`config.mk`:
```
export PLATFORM = sky130hd
export DESIGN_NAME = hwfm_mul
export DESIGN_NICKNAME = d
export VERILOG_FILES = /design/src/hann_windowed_fft_magnitude_core_defines.svh /design/src/hwfm_pkg.sv /design/src/hwfm_mul.sv
export SDC_FILE = /design/constraint.sdc
export NUM_CORES = 2
export LEC_CHECK = 0
export BUFFER_PORTS_ARGS = -buffer_cell sky130_fd_sc_hd__buf_2
export CORE_MARGIN = 2
export CORE_UTILIZATION = 40
export CTS_CLUSTER_DIAMETER = 40
export DETAILED_ROUTE_END_ITERATION = 6
export GPL_TIMING_DRIVEN = 0
export PLACE_DENSITY = 0.66
export RECOVER_POWER = 100
export SYNTH_ARGS = -nofsm -noshare
export SYNTH_HDL_FRONTEND = slang
export SYNTH_SLANG_ARGS = --single-unit
```
`constraint.sdc`:
```
create_clock -name i_clk -period 8.9 [get_ports i_clk]
set_clock_uncertainty 0.15 [all_clocks]
set_input_delay 0.89 -clock i_clk [delete_from_list [all_inputs] [get_ports i_clk]]
set_output_delay 0.89 -clock i_clk [all_outputs]
set_load 0.05 [all_outputs]
```
`src/hann_windowed_fft_magnitude_core_defines.svh`:
```
// assertion macros for the windowed fft magnitude core
`ifndef HANN_WINDOWED_FFT_MAGNITUDE_CORE_DEFINES_SVH
`define HANN_WINDOWED_FFT_MAGNITUDE_CORE_DEFINES_SVH
`ifndef SYNTHESIS
`define HWFM_ASSERT_IMPLY(lbl, ante, cons, msg) \
    lbl: assert property (@(posedge i_clk) disable iff (!i_rst_n) (ante) |-> (cons)) \
        else $error(msg);
`define HWFM_ASSERT_NEXT(lbl, ante, cons, msg) \
    lbl: assert property (@(posedge i_clk) disable iff (!i_rst_n) (ante) |=> (cons)) \
        else $error(msg);
`else
`define HWFM_ASSERT_IMPLY(lbl, ante, cons, msg)
`define HWFM_ASSERT_NEXT(lbl, ante, cons, msg)
`endif
`endif

```
`src/hwfm_pkg.sv`:
```
// shared constants and coefficient functions for the windowed fft magnitude core
package hwfm_pkg;

    localparam int FFT_POINTS_DEF   = 256;
    localparam int BINS_EMITTED_DEF = 30;
    localparam int SAMPLE_W         = 12;
    localparam int BIN_W            = 8;
    localparam int MAG_W            = 17;
    localparam int CFG_W            = 3;
    localparam int COEF_W           = 17;
    localparam logic [MAG_W-1:0] MAG_MAX = 17'h1FFFF;

    localparam longint unsigned HALF_PI_Q30 = 64'd1686629713;
    localparam longint          ONE_Q30     = 64'sd1073741824;
    localparam logic [31:0]     QUARTER_TURN = 32'h4000_0000;

    // taylor cosine over one quadrant, q30 internally, q1.15 out (0..32768)
    function automatic logic signed [COEF_W-1:0] quad_cos(input logic [31:0] q);
        longint x;
        longint x2;
        longint t;
        x  = longint'((64'(q) * HALF_PI_Q30) >> 30);
        x2 = (x * x) >>> 30;
        t  = ONE_Q30 - x2 / 56;
        t  = ONE_Q30 - ((x2 * t) >>> 30) / 30;
        t  = ONE_Q30 - ((x2 * t) >>> 30) / 12;
        t  = ONE_Q30 - ((x2 * t) >>> 30) / 2;
        if (t < 0) t = 0;
        if (t > ONE_Q30) t = ONE_Q30;
        return COEF_W'((t + 64'sd16384) >>> 15);
    endfunction

    function automatic logic signed [COEF_W-1:0] cos_q15(input logic [31:0] p);
        logic [31:0] q;
        q = {2'b00, p[29:0]};
        unique case (p[31:30])
            2'd0:    return quad_cos(q);
            2'd1:    return -quad_cos(QUARTER_TURN - q);
            2'd2:    return -quad_cos(q);
            default: return quad_cos(QUARTER_TURN - q);
        endcase
    endfunction

    // hann coefficient (32768 - cos) / 2, range 0..32768
    function automatic logic [COEF_W-1:0] win_coef(input logic [31:0] p);
        logic signed [COEF_W-1:0] c;
        c = cos_q15(p);
        return COEF_W'((18'sd32768 - 18'(c)) >>> 1);
    endfunction

endpackage

```
`src/hwfm_mul.sv`:
```
// shared signed 32x32 multiplier with registered product
module hwfm_mul
    import hwfm_pkg::*;
(
    input  logic               i_clk,
    input  logic signed [31:0] i_a,
    input  logic signed [31:0] i_b,
    output logic signed [63:0] o_p
);

    logic signed [63:0] r_p;

    always_ff @(posedge i_clk) begin
        r_p <= 64'(i_a) * 64'(i_b);
    end

    assign o_p = r_p;

endmodule

```
# [Word level (Yosys, flattened, before mapping)]
# Index checks and enable logic that the tools add are counted.
[totals] reg_bits=64 latchBits=0 ram_bits=0 romBits=0 inputBits=65 out_inout_bits=64 wordCells=2 memories=0
[classes] addsub=0 mul=1 div=0 magnitude_cmp=0 n_eq_ne=0 n_shift=0 n_mux=0 bitwise_logic=0 n_reduce_logical=0
[ops] op="$mul 32x32->64" n=1

# [Depth between registers and ports, before layout]
[depth] ltp_word=1 depth_mapped=28 mapped_depth_nobuf=27

# [Worst setup path after synthesis]
# Ideal clock, no wire load.
[synth_timing] path_type="input -> register" start="input port i_b[2]" end="register r_p[62], in the netlist o_p[62]" setup_time_ns=0.072 arrival_time_ns=8.079 t_required_ns=8.678 slack_ns=0.599 path_stages=24 path_buffers=1 path_cell_list="clkbuf_1 -> nand2_1 -> inv_1 -> fa_1 -> fa_1 -> fa_1 -> fa_1 -> inv_1 -> fa_1 -> inv_1 -> fa_1 -> inv_1 -> fa_1 -> inv_1 -> fa_1 -> ha_1 -> and3_1 -> nand2_1 -> or3_1 -> o22a_1 -> o211ai_1 -> a31oi_1 -> o31ai_1 -> xor2_1"
[synth_between] elab_chain_len=1
[synth_lines] item="start: declaration" line_no="hwfm_mul.sv:7" source="input logic signed [31:0] i_b,"
[synth_lines] item="$mul 32x32->64" line_no="hwfm_mul.sv:14" source="r_p <= 64'(i_a) * 64'(i_b);"
[synth_lines] item="end signal: assignment" line_no="hwfm_mul.sv:14"
[synth_lines] item="end: declaration" line_no="hwfm_mul.sv:11" source="logic signed [63:0] r_p;"
# Every way passes these cells.

# [Worst setup path after layout]
[layout_timing] start="input port i_b[31]" end="register r_p[63], in the netlist o_p[63]"
# The elaborated chain is that of the path after synthesis.

==> qor.csv <==
metric,value,unit
grt_pass1_vias,29700,
grt_setup_unrepaired,true,
finalCritPeriodShare,98.6,%
holdBufCountCts,0,
io_buffers,128,
die_w,309,microns
grt_max_degree,23,
drt_first_pass_iters,5,
row_count,111,
startpoint_type,primary input,
ys_top_cells_by_area,"fa_1 58%, inv_1 9.6%, and2_1 8.7%",
drt_iter0_drc,2209,
hold_violations,0,
htree_levels,3,
worstMarginPinSlew,0.940,ns
finish.utilization,43.7,%
grt-ovfl-total,0,
syn_inst,3884,
cp-endpoint,o_p[63],
path_clk_slew,0.06,ns
via_per_inst,5.17,
ios,129,
start_util,40.5,%
synth_edf_count,0,
setup_viol,0,
synth_most_common_cell,fa_1,
synthAdderAreaFrac,64.3,%
wirelength,125000,microns
clock-sinks,64,
die_h,309,microns
grt_pass1_wl,190000,microns
cts_tree,done,
seq_area_frac_synth,3.44,%
die-area,95600,sq um
root_buffer,clkbuf_16,
gp_congestion,1.05,
status,completed,
fmax,114,MHz
drive_above_1_share,6.91,%
synth_top_family_by_area,adder cells,
ys_seq_elements,64,
largest_register_ff_count,64,
timing.critical_path.fanout_max,10,
wl_met1,48700,microns
slew_violations,0,
syn_avg_cell_area,9.59,sq um
min_period,8.77,ns
wl_met3,12500,microns
vias,27500,
startpoint,i_b[31],
yosysWarnings,0,
cp-end-kind,flip-flop,
area_growth_syn_to_layout,7.89,%
yosys-top-cells-count,"1082 x fa_1, 952 x inv_1, 516 x and2_1",
synth_compound_area_share,3.46,%
numCtsBuffers,9,
fin_nets,5378,
syn_nets,5215,
antenna_found_initial,29,
synth-simple-area-share,15.4,%
grt_usage,27.6,%
worstHoldPathType,primary input to flip-flop,
ys.flop_type,dfxtp_1,
drc,0,
ant_nets,0,
cts_buffer_depth,2,
async_flop_share,0,%
crit_required,9.09,ns
route.met2.wl,56800,microns
cap_violations,0,
whs,0.792,ns
netlist_area,37200,sq um
yosysTopAreaCellShare,58.2,%
slew_headroom,37.3,%
dpl.hpwl,109000,microns
yosys.area.top_type,fa_1,
wire_per_inst,23.6,microns
crit_type,primary input to flip-flop,
crit_arrival,8.97,ns
ys_types,63,
top_layer,met5,
synth_xor_area_share,1.76,%
synth_mux_area_share,0,%
core_area,91900,sq um
[worst min path at each step]
stage	start	to	slack, ns	depth (start not counted)
floorplan	i_b[0]	o_p[0]	0.87	1
global placement	o_p[20]	o_p[20]	1.21	1
detailed placement	o_p[52]	o_p[52]	1.21	1
CTS	i_b[0]	o_p[0]	0.78	2
global route	i_b[0]	o_p[0]	0.79	2
finish	i_b[0]	o_p[0]	0.79	2
[placed cells by master, fill, tap and decap left out, drive strengths merged, types with 3 or more instances in the layout]
master | Yosys | final
nand3 | 15 | 15
dfxtp | 64 | 64
o21ai | 31 | 31
o31ai | 7 | 7
a21o | 25 | 25
nor2b | 3 | 3
xor2 | 22 | 22
nand2b | 9 | 9
or3 | 5 | 5
xnor2 | 53 | 53
o21bai | 15 | 15
inv | 952 | 949
a31oi | 13 | 13
nand2 | 511 | 511
and3 | 9 | 9
a21oi | 68 | 68
nor2 | 42 | 42
o211ai | 3 | 3
fa | 1082 | 1082
diode | 0 | 13
a21boi | 3 | 3
and4 | 4 | 4
nor3 | 7 | 7
nand4 | 7 | 7
clkbuf | 195 | 265
clkinvlp | 0 | 5
buf | 5 | 97
a211oi | 8 | 8
ha | 184 | 184
o21a | 4 | 4
and2 | 516 | 516
[worst max-delay path, cell delays in order]
cell        delay (ns)
buf_4             0.27
clkinvlp_4        0.21
clkbuf_1          0.31
nor2_1            0.23
fa_1              0.48
fa_1              0.47
fa_1              0.60
fa_1              0.54
fa_1              0.57
fa_1              0.44
fa_1              0.52
fa_1              0.43
ha_1              0.46
a21oi_1           0.52
o21ai_0           0.25
o21ai_0           0.32
a31oi_1           0.28
o2bb2ai_1         0.22
a311oi_2          0.45
o31ai_1           0.15
a21oi_1           0.21
xnor2_1           0.13
[stage by stage]
stage                     cells  setup TNS [ns]  cell area (sq um)  worst slack (ns)
after floorplan            3884               0              37200             0.599
after global placement     5255          -23.20              39400             -1.72
after detailed placement   5255          -24.01              39400             -1.71
after CTS                  5285               0              40000          0.000359
after global routing       5300         -0.0375              40200           -0.0280
final                      5308               0              40200             0.126
[final cells by class]
type | count | area, sq um
multi-input cells | 2668 | 31700
plain buffers | 200 | 966
repair inverters | 1 | 7.51
diodes | 13 | 32.5
clock buffers | 11 | 233
fillers | 9029 | 51800
flip-flops and latches | 64 | 1280
well taps | 1243 | 1560
repair buffers | 151 | 774
clock inverters | 5 | 81.3
inverters | 952 | 3580
[what timing repair did]
action / 4_1_cts / 5_1_grt
setup endpoints to repair: 27 / 15
pin swaps: 5 / 4
gates cloned: 0 / 1
endpoints found under the hold margin: 0 / 0
setup buffers: 14 / 9
gates resized for setup: 51 / 268
[cells by family after synthesis]
family / count (synthesis)
adder cells (fa/ha/maj): 1266
buffers and inverters: 1152
AND/OR/NAND/NOR: 1134
AO/OA/AOI/OAI: 193
XOR/XNOR: 75
flip-flops: 64
[metal layers]
layer	vias up	GRT usage [%]
met5	-	0
li1	11400	-
met1	14300	36.4
met4	20	12.9
met2	1388	43.1
met3	320	6.60
Power is not shown: default switching activity piles up to over one toggle a cycle in this logic, so the estimate is an artifact.
